[src/rtl/dbec_pkg.sv]
package dbec_pkg;

   // request codes
   localparam logic ACT_UPDATE   = 1'b0;
   localparam logic ACT_CLASSIFY = 1'b1;

   // register indexes
   localparam int           CSR_INDEX_W           = 2;
   localparam logic [1:0]   REG_SMOOTH_WEIGHT     = 2'd0;
   localparam logic [1:0]   REG_NEAR_LIMIT        = 2'd1;
   localparam logic [1:0]   REG_FOREGROUND_MARGIN = 2'd2;

   localparam logic [15:0]  SMOOTH_WEIGHT_RESET     = 16'd58982;
   localparam logic [15:0]  NEAR_LIMIT_RESET        = 16'd500;
   localparam logic [15:0]  FOREGROUND_MARGIN_RESET = 16'd300;

   // widths
   localparam int DEPTH_W   = 16;
   localparam int ENTRY_W   = 24;
   localparam int FRAC_W    = 8;
   localparam int WEIGHT_W  = 16;
   localparam int PROD_OLD_W = ENTRY_W + WEIGHT_W;      // 40
   localparam int PROD_DEP_W = DEPTH_W + WEIGHT_W + 1;  // 33
   localparam int SUM_W      = PROD_OLD_W + 2;          // 42

   localparam logic [SUM_W-1:0] ROUND_HALF = SUM_W'(32768);

   // response queue
   localparam int FIFO_DEPTH = 8;
   localparam int FIFO_PTR_W = 3;
   localparam int FIFO_CNT_W = 4;

   typedef struct packed {
      logic               is_background;
      logic [DEPTH_W-1:0] background_depth;
   } rsp_type;

endpackage

[src/rtl/dbec_rsp_fifo.sv]
module dbec_rsp_fifo import dbec_pkg::*; (
   input  logic                  clock,
   input  logic                  reset,
   input  logic                  push,
   input  rsp_type               push_data,
   input  logic                  pop,
   output logic                  out_valid,
   output rsp_type               out_data,
   output logic [FIFO_CNT_W-1:0] count
);

   rsp_type               entry_ff [FIFO_DEPTH];
   logic [FIFO_PTR_W-1:0] wr_ptr_ff;
   logic [FIFO_PTR_W-1:0] rd_ptr_ff;
   logic [FIFO_CNT_W-1:0] count_ff;

   always_ff @(posedge clock) begin
      if (reset) begin
         wr_ptr_ff <= '0;
         rd_ptr_ff <= '0;
         count_ff  <= '0;
      end else begin
         if (push) begin
            wr_ptr_ff <= wr_ptr_ff + FIFO_PTR_W'(1);
         end
         if (pop) begin
            rd_ptr_ff <= rd_ptr_ff + FIFO_PTR_W'(1);
         end
         count_ff <= count_ff + FIFO_CNT_W'(push) - FIFO_CNT_W'(pop);
      end
   end

   always_ff @(posedge clock) begin
      if (push) begin
         entry_ff[wr_ptr_ff] <= push_data;
      end
   end

   assign out_valid = (count_ff != '0);
   assign out_data  = entry_ff[rd_ptr_ff];
   assign count     = count_ff;

`ifndef SYNTHESIS
   a_no_overflow: assert property (@(posedge clock) disable iff (reset)
      push && !pop |-> count_ff != FIFO_CNT_W'(FIFO_DEPTH))
      else $error("response queue overflow");
   a_no_underflow: assert property (@(posedge clock) disable iff (reset)
      pop |-> count_ff != '0)
      else $error("response queue underflow");
   a_count_step: assert property (@(posedge clock) disable iff (reset)
      push && !pop |=> count_ff == $past(count_ff) + FIFO_CNT_W'(1))
      else $error("response queue count slip");
`endif

endmodule

[config.mk]
export PLATFORM = sky130hd
export DESIGN_NAME = dbec_rsp_fifo
export DESIGN_NICKNAME = d
export VERILOG_FILES = /design/src/rtl/dbec_pkg.sv /design/src/rtl/dbec_rsp_fifo.sv
export SDC_FILE = /design/constraint.sdc
export NUM_CORES = 1
export LEC_CHECK = 0
export BUFFER_PORTS_ARGS = -buffer_cell sky130_fd_sc_hd__buf_4
export CAP_MARGIN = 30
export CORE_MARGIN = 2
export CORE_UTILIZATION = 55
export CTS_CLUSTER_SIZE = 16
export DETAILED_ROUTE_END_ITERATION = 7
export GPL_TIMING_DRIVEN = 0
export PLACE_DENSITY = 0.74
export SLEW_MARGIN = 10
export SYNTH_ARGS = -nofsm -noshare
export SYNTH_HDL_FRONTEND = slang
export SYNTH_SLANG_ARGS = --single-unit
[constraint.sdc]
create_clock -name clock -period 6.4 [get_ports clock]
set_clock_uncertainty 0.15 [all_clocks]
set_input_delay 1.6 -clock clock [delete_from_list [all_inputs] [get_ports clock]]
set_output_delay 1.6 -clock clock [all_outputs]
set_load 0.02 [all_outputs]
==> results of run 1 <==
==> where the power goes <==
group / internal, mW / switching (mW) / total (mW) / leakage (nW)
clock network: 0.483 / 0.406 / 0.889 / 0.244
logic: 0.132 / 0.143 / 0.275 / 0.795
registers: 1.10 / 0.0141 / 1.11 / 1.34
total: 1.71 / 0.563 / 2.28 / 2.38
==> registers in the layout, summed over array words and instances (netlist names), named ones only <==
signal,cells
count,4
entry_ff,136
rd_ptr_ff,3
wr_ptr_ff,3
==> worst max-delay path by stage <==
stage | depth (start not counted) | from | to
6_report | 5 | register | out_data[10]
5_1_grt | 5 | register | out_data[10]
4_1_cts | 5 | register | out_data[10]
3_5_place_dp | 5 | register | out_data[10]
3_3_place_gp | 3 | push | entry_ff[0][8]
2_1_floorplan | 2 | push | entry_ff[0][0]
==> routing by layer <==
layer	vias up	part of all wire, %
met5	-	0
met1	1414	42
met4	0	1.4
li1	1242	-
met3	13	3.9
met2	61	52
==> cells by family (layout without fill, tap and decap cells) <==
kind of cell	after synthesis	after routing	synth area share, %
buffers and inverters	18	102	1.702
DFF	149	149	74.81
adders and majority gates	8	8	1.853
muxes	53	53	18.38
AOI/OAI and AO/OA	3	3	0.3232
and+or+nand+nor	29	29	2.176
xor gates and xnor gates	5	5	0.7543
==> cell type report <==
type / count / area (um^2)
Fill cell: 665 / 3286
Timing Repair Buffer: 52 / 454.2
Clock inverter: 15 / 121.4
Clock buffer: 17 / 414.1
Tap cell: 136 / 170.2
Multi-Input combinational cell: 98 / 1389
Sequential cell: 149 / 4344
Buffer: 11 / 72.57
Inverter: 7 / 26.28
==> metrics by stage <==
stage	hold WS [ns]	worst slack, ns
final	0.3855	2.018
after global routing	0.4297	1.926
after CTS	0.3874	1.971
after detailed placement	0.3704	2.549
after global placement	0.3555	1.765
after floorplan	0.3347	2.943
==> critical path, cell delays in order (launching register included) <==
cell and delay, ns:
dfxtp_1 0.31, clkbuf_1 0.30, clkbuf_1 0.62, mux4_1 0.40, mux2_2 0.30, buf_4 0.16
==> cells in the final DEF (no fill, tap or decap), drive strengths merged, types with 3 or more instances in the layout <==
cell	netlist	layout
inv	7	13
nand2	4	4
mux4	34	34
nand2b	4	4
nor2	16	16
xor2	3	3
edfxtp	136	136
dfxtp	13	13
ha	7	7
buf	6	58
clkinv	0	3
mux2	17	17
clkinvlp	0	6
clkbuf	5	22
==> reports/qor.csv, run 1 <==
metric,value,unit
total CTS buffers,17,
top-level I/O count,43,
clock slew at reported path FFs,0.07,ns
ys flop type,edfxtp_1,
placed inst area,6445,um^2
placed cells,452,
Worst-Skew Late Latency,0.53,ns
Chip Width,106.8,um
number of post-CTS setup repair buffers,0,
period utilization,68.47,%
Final Hold Vio Count,0,
# port buffers,42,
largest net degree at the start of global routing,17,
R2R Path Start,wr_ptr_ff[0],
number of remaining DRC errors,0,
Synth area leader,edfxtp_1,
final number of max-transition violations,0,
Worst Hold Launch,rd_ptr_ff[2],
Crit Path Class,register to output port,
CTS Hold Bufs,0,
GP Congestion,0.6885,
design area,6992,um^2
CP endpoint kind,output port,
RR Endpoint,entry_ff[3][3],
"FF+latch count, synth",149,
register area share after synthesis,74.81,%
"count leader, synth",edfxtp_1,
ANT nets after route,0,
Tot Pwr,2.275,mW
DR WL/cell,21.46,um
total global-route track usage,20.49,%
H-Tree Level Count,4,
critical path arrival,2.63,ns
initial core utilization,56.50,%
CP required,4.65,ns
Slew @ Worst Pin,0.7731,ns
Post-synth top cells,"edfxtp_1, mux4_1, mux2_2",
final wirelength,10.41,mm
P&R area growth vs syn,20.41,%
total gr overflow,0,
status,"complete, no violations",
setup_tns,0,ns
Detailed Place HPWL,6.707,mm
die area,11400,um^2
share of the synthesized area in the top cell type,70.33,%
Non-Filler Instances,485,
M3 GR Usage,5.167,%
clock root buffer,clkbuf_8,
antenna cells,0,
Worst setup SP type,register,
clock tree from TritonCTS,done,
R2R Setup Slk,4.55,ns
met2 usage,34.44,%
initial antenna violation count,0,
die height,106.8,um
DRT Pass-1 Iters,4,
worst hold path class,register to register,
share of post-route cells with drive strength above 1,35.53,%
Layout Nets,365,
Reg2Reg Depth,3,
Mapped Area,5807,um^2
clock tree buffer depth,2,
syn_area_per_cell,21.91,um^2
Tmin final,4.382,ns
global-route layer with the greatest usage,met2,
Crit Path Max Fanout,10,
Site Rows,37,
Detailed Route Iter0 Violations,191,
GRT met1 Usage,26.17,%
Yosys warning count,0,
vias after detailed routing,2730,
worst hold path cell count,2,
Worst VDD drop,218.3,uV
max cap viols,0,
CTS sink cnt,149,
core area,10280,um^2
Post-Syn Instances,265,
RSZ-0062 raised after global routing,no,
Post-synth EDFFs,136,
Pwr Density,325.5,nW/um^2
"Distinct cells, synth",23,
Syn Nets,294,
first-pass GRT wire length,16.36,mm
share of synthesized flip-flops with an asynchronous set or reset,0,%
vias in the first global route,2961,
Util after Layout,68.03,%
Synth area leaders,"edfxtp_1, mux4_1, dfxtp_1",
Worst slew margin,48.46,%
post-cts resize count,0,
# setup viols final,0,
vias per inst,5.629,
LEAKAGE,2.381,nW
Achievable Freq,0.2282,GHz
(Power assumes the default switching activity.)
==> inputs of run 2 (changes only) <==
--- a/config.mk
+++ b/config.mk
@@ -5,14 +5,15 @@
 export SDC_FILE = /design/constraint.sdc
 export NUM_CORES = 1
 export LEC_CHECK = 0
+export ABC_AREA = 1
 export BUFFER_PORTS_ARGS = -buffer_cell sky130_fd_sc_hd__buf_4
 export CAP_MARGIN = 30
 export CORE_MARGIN = 2
-export CORE_UTILIZATION = 55
+export CORE_UTILIZATION = 54
 export CTS_CLUSTER_SIZE = 16
 export DETAILED_ROUTE_END_ITERATION = 7
 export GPL_TIMING_DRIVEN = 0
-export PLACE_DENSITY = 0.74
+export PLACE_DENSITY = 0.75
 export SLEW_MARGIN = 10
 export SYNTH_ARGS = -nofsm -noshare
 export SYNTH_HDL_FRONTEND = slang
==> constraint.sdc (replaced) <==
create_clock -name clock -period 3.6 [get_ports clock]
set_clock_uncertainty 0.15 [all_clocks]
set_input_delay 0.9 -clock clock [delete_from_list [all_inputs] [get_ports clock]]
set_output_delay 0.9 -clock clock [all_outputs]
set_load 0.02 [all_outputs]
==> run 2 against run 1 <==
  * Power rose by 94%
  * Worst hold slack got worse by 0.023 ns
  * Sequential cell count stayed put
  * Count of clock-buffer cells in the layout unchanged
  * Non-clock buffer count grew 12
  * Die area increased by 14%
  * Global-route usage is 4.2 points higher
  * Via count increased by 69%
  * Final cell count up 85%
  * Largest cell class unchanged
  * Largest power group unchanged
  * Highest routed layer unchanged
==> reports/qor.csv, run 2 <==
metric,value,unit
status,"complete, no violations",
total gr overflow,0,
Detailed Place HPWL,9.709,mm
design area,7779,um^2
CTS Hold Bufs,0,
clock root buffer,clkbuf_16,
total CTS buffers,17,
worst hold path class,register to register,
Largest register FFs,136,
P&R area growth vs syn,18.92,%
Crit Path Max Fanout,10,
antenna cells,0,
initial core utilization,54.92,%
setup slack after layout,0.4257,ns
Util after Layout,65.30,%
"Distinct cells, synth",19,
Comb power frac,14.0,%
critical path arrival,2.12,ns
first-pass GRT wire length,23.63,mm
ys flop type,edfxtp_1,
Achievable Freq,0.3150,GHz
die height,114.1,um
total global-route track usage,24.70,%
"FF+latch count, synth",149,
Crit Path Class,register to output port,
Worst slew margin,55.65,%
clock tree buffer depth,2,
Clock power frac,41.4,%
"count leader, synth",nand2_1,
H-Tree Level Count,4,
Synth area leader,edfxtp_1,
Cell Int Power,3.320,mW
Fillers,913,
Tmin final,3.174,ns
vias per inst,5.143,
Worst-Skew Late Latency,0.42,ns
die area,13010,um^2
Sw Pwr,1.092,mW
share of synthesized flip-flops with an asynchronous set or reset,0,%
Worst VDD drop,374.6,uV
GP Congestion,0.8022,
Layout Nets,766,
"commonest non-fill, non-tap cell in the layout",nand2_1,
Mapped Area,6541,um^2
placed inst area,7166,um^2
vias in the first global route,4803,
RSZ-0062 raised after global routing,no,
clock slew at reported path FFs,0.06,ns
clock tree from TritonCTS,done,
# port buffers,42,
number of post-CTS setup repair buffers,0,
number of remaining DRC errors,0,
period utilization,88.17,%
Yosys warning count,0,
vias after detailed routing,4613,
share of post-route cells with drive strength above 1,15.07,%
setup_tns,0,ns
syn_area_per_cell,9.792,um^2
Final Hold Vio Count,0,
CTS sink cnt,149,
top-level I/O count,43,
Chip Width,114.1,um
LEAKAGE,3.639,nW
post-cts resize count,0,
Site Rows,40,
Pwr Density,567.1,nW/um^2
max cap viols,0,
largest net degree at the start of global routing,17,
# setup viols final,0,
DRT Pass-1 Iters,5,
most frequent cells in the layout,"nand2_1, inv_1, edfxtp_1",
register area share after synthesis,66.41,%
Post-synth top cells,"nand2_1, inv_1, edfxtp_1",
largest reg by FF count,entry_ff,
Post-Syn Instances,668,
Detailed Route Iter0 Violations,397,
final number of max-transition violations,0,
Synth area leaders,"edfxtp_1, nand2_1, inv_1",
dpl ws,0.9179,ns
ANT nets after route,0,
DR WL/cell,16.69,um
Worst setup SP type,register,
CP endpoint kind,output port,
share of the synthesized area in the top cell type,62.43,%
Flop pwr share,44.6,%
final wirelength,14.97,mm
CP required,2.55,ns
Syn Nets,697,
core area,11910,um^2
switching fraction of total power,24.75,%
Post-synth EDFFs,136,
initial antenna violation count,0,
Slew @ Worst Pin,0.6653,ns
[run 2: path summary, 6_finish.rpt]
check / start / to / slack (ns) / cells past startpoint
max reg2reg: wr_ptr_ff[0] / entry_ff[6][9] / 1.65 / 3
min: wr_ptr_ff[0] / wr_ptr_ff[0] / 0.36 / 2
max: register / out_data[12] / 0.43 / 6
min reg2reg: wr_ptr_ff[0] / wr_ptr_ff[0] / 0.36 / 2
[run 2: layout make-up]
class / instances / area (um^2) / share of cell area, %
clock buffers: 17 / 425.4 / 5.469
clock inverters: 15 / 187.7 / 2.413
well taps: 147 / 183.9 / 2.364
plain buffers: 25 / 152.6 / 1.962
multi-input cells: 340 / 1486 / 19.11
flip-flops and latches: 149 / 4344 / 55.85
repair buffers: 50 / 420.4 / 5.405
inverters: 154 / 578.1 / 7.431
[run 2: power groups by stage]
stage / clock network (mW) / logic [mW] / registers, mW
2_1_floorplan: 0 / 0.355 / 2.02
3_3_place_gp: 0 / 0.576 / 2.00
3_5_place_dp: 0 / 0.615 / 2.00
4_1_cts: 1.84 / 0.621 / 1.97
5_1_grt: 1.90 / 0.687 / 1.97
6_report: 1.82 / 0.619 / 1.97
[run 2: routing by layer]
metal  GRT usage (%)  part of all wire (%)
met1           29.40                    39
met2           43.06                    52
met3           5.347                   7.0
met4           11.38                   2.1
met5               0                     0
[run 2: logic make-up after synthesis]
family	after synthesis	share of synthesized area, %
fa+ha+maj	8	1.645
buf+inv	179	11.17
compound gates	11	0.8416
xor+xnor	1	0.1339
flops	149	66.41
simple gates	320	19.80
[run 2: through the flow]
stage          std cells  hold WS (ns)  power, mW
2_1_floorplan        668        0.3131      2.373
3_3_place_gp         857        0.3292      2.578
3_5_place_dp         865        0.3543      2.619
4_1_cts              897        0.3629      4.432
5_1_grt              897        0.4191      4.564
6_report             897        0.3629      4.411
[run 2: worst max-delay path: stages (launching register included)]
cell and delay, ns:
dfxtp_1 0.32, buf_2 0.24, clkinv_1 0.31, clkbuf_1 0.39, nand2_1 0.17, nand2_1 0.10, buf_4 0.17
==> inputs of run 3 (changes only) <==
--- a/config.mk
+++ b/config.mk
@@ -6,7 +6,7 @@
 export NUM_CORES = 1
 export LEC_CHECK = 0
 export ABC_AREA = 1
-export BUFFER_PORTS_ARGS = -buffer_cell sky130_fd_sc_hd__buf_4
+export BUFFER_PORTS_ARGS = -buffer_cell sky130_fd_sc_hd__buf_2
 export CAP_MARGIN = 30
 export CORE_MARGIN = 2
 export CORE_UTILIZATION = 54
==> run 3 against run 2 <==
  * Combinational power is 6.0% lower
  * Critical path depth is 1 higher
  * Sequential cell count stayed put
  * Sequential power hardly changed
  * Die area stayed put
  * Worst setup slack better by 0.042 ns
  * Fmax is 1.3% higher
==> reports/qor.csv, run 3 (synthesis gave the netlist of run 2 again) <==
metric,value,unit
GP Congestion,0.8023,
RR Endpoint,entry_ff[6][12],
RSZ-0062 raised after global routing,no,
Tmin final,3.132,ns
# setup viols final,0,
max cap viols,0,
clock slew at reported path FFs,0.06,ns
Final Hold Vio Count,0,
ANT nets after route,0,
initial core utilization,54.92,%
Crit Path Max Fanout,10,
first-pass GRT wire length,23.32,mm
die height,114.1,um
share of post-route cells with drive strength above 1,15.07,%
M3 GR Usage,6.723,%
period utilization,87.01,%
vias per inst,5.153,
final number of max-transition violations,0,
Worst slew margin,51.74,%
DR WL/cell,16.74,um
Worst VDD drop,298.4,uV
Worst setup SP type,register,
worst hold path class,register to register,
status,"complete, no violations",
Chip Width,114.1,um
Pwr Density,551.8,nW/um^2
Setup crit end,out_data[12],
LEAKAGE,3.549,nW
H-Tree Level Count,4,
P&R area growth vs syn,16.39,%
CTS sink cnt,149,
largest reg by FF count,entry_ff,
most frequent cells in the layout,"nand2_1, inv_1, edfxtp_1",
Fillers,902,
most frequent CP cell,nand2_1,
Slew @ Worst Pin,0.7239,ns
# port buffers,42,
CP Cell Sequence,buf_4 > clkbuf_1 > nand3_1 > nand2_1 > nand2_1 > nand2_1 > buf_2,
antenna cells,0,
clock root buffer,clkbuf_16,
CP max stage delay,0.57,ns
R2R Setup Slk,1.67,ns
clock tree buffer depth,2,
Util after Layout,63.92,%
CTS Hold Bufs,0,
met2 usage,42.10,%
top-level I/O count,43,
Reg area,4344,um^2
GRT met1 Usage,28.47,%
Critical-path top delay cell,clkbuf_1,
global-route layer with the greatest usage,met2,
CP endpoint kind,output port,
DRT Pass-1 Iters,7,
Detailed Route Iter0 Violations,404,
clock tree from TritonCTS,done,
CP required,2.55,ns
initial antenna violation count,0,
Site Rows,40,
"commonest non-fill, non-tap cell in the layout",nand2_1,
placed cells,865,
vias after detailed routing,4622,
placed inst area,7061,um^2
largest net degree at the start of global routing,17,
setup_tns,0,ns
critical path arrival,2.08,ns
Largest register FFs,136,
Crit Path Class,register to output port,
Tot Pwr,4.201,mW
multi-input logic area,1486,um^2
number of post-CTS setup repair buffers,0,
vias in the first global route,4782,
Achievable Freq,0.3192,GHz
Non-Filler Instances,897,
Detailed Place HPWL,9.542,mm
core area,11910,um^2
total global-route track usage,24.45,%
Layout Nets,766,
design area,7614,um^2
total CTS buffers,17,
number of remaining DRC errors,0,
Hold WS,0.3455,ns
setup slack after layout,0.4675,ns
die area,13010,um^2
total gr overflow,0,
R2R Path Start,wr_ptr_ff[0],
Reg2Reg Depth,3,
post-cts resize count,0,
final wirelength,15.02,mm
dpl ws,0.9000,ns
Worst-Skew Late Latency,0.42,ns
[run 3: how the worst min path moves through the flow]
| stage | startpoint | endpoint | slack (ns) | depth (start not counted) |
|---|---|---|---|---|
| global placement | wr_ptr_ff[0] | wr_ptr_ff[0] | 0.33 | 2 |
| floorplan | wr_ptr_ff[0] | wr_ptr_ff[0] | 0.31 | 2 |
| detailed placement | wr_ptr_ff[0] | wr_ptr_ff[0] | 0.34 | 2 |
| finish | wr_ptr_ff[0] | wr_ptr_ff[0] | 0.35 | 2 |
| global route | wr_ptr_ff[0] | wr_ptr_ff[0] | 0.41 | 2 |
| CTS | wr_ptr_ff[0] | wr_ptr_ff[0] | 0.35 | 2 |
[run 3: cell type report]
type / count / area share, %
sequential: 149 / 57.06
multi-input combinational: 340 / 19.52
inverter: 154 / 7.592
clock buffer: 20 / 5.867
timing repair buffer: 50 / 4.141
tap: 147 / 2.416
buffer: 25 / 2.005
clock inverter: 12 / 1.397
[run 3: critical path, delay by kind of cell (launching register included)]
kind,cells,cell delay [ns]
buffers and inverters,3,0.90
flip-flops,1,0.31
AND/OR/NAND/NOR,4,0.44
[run 3: power by group]
part	leakage, nW	total [mW]	switching [mW]	internal (mW)
Combinational	1.96	0.582	0.394	0.188
Clock	0.250	1.65	0.687	0.965
Sequential	1.34	1.97	0.0220	1.95
[run 3: layer usage]
layer,up-vias,share of wire (%)
li1,2215,-
met1,2148,38
met2,223,51
met3,36,8.7
met4,0,2.7
met5,-,0
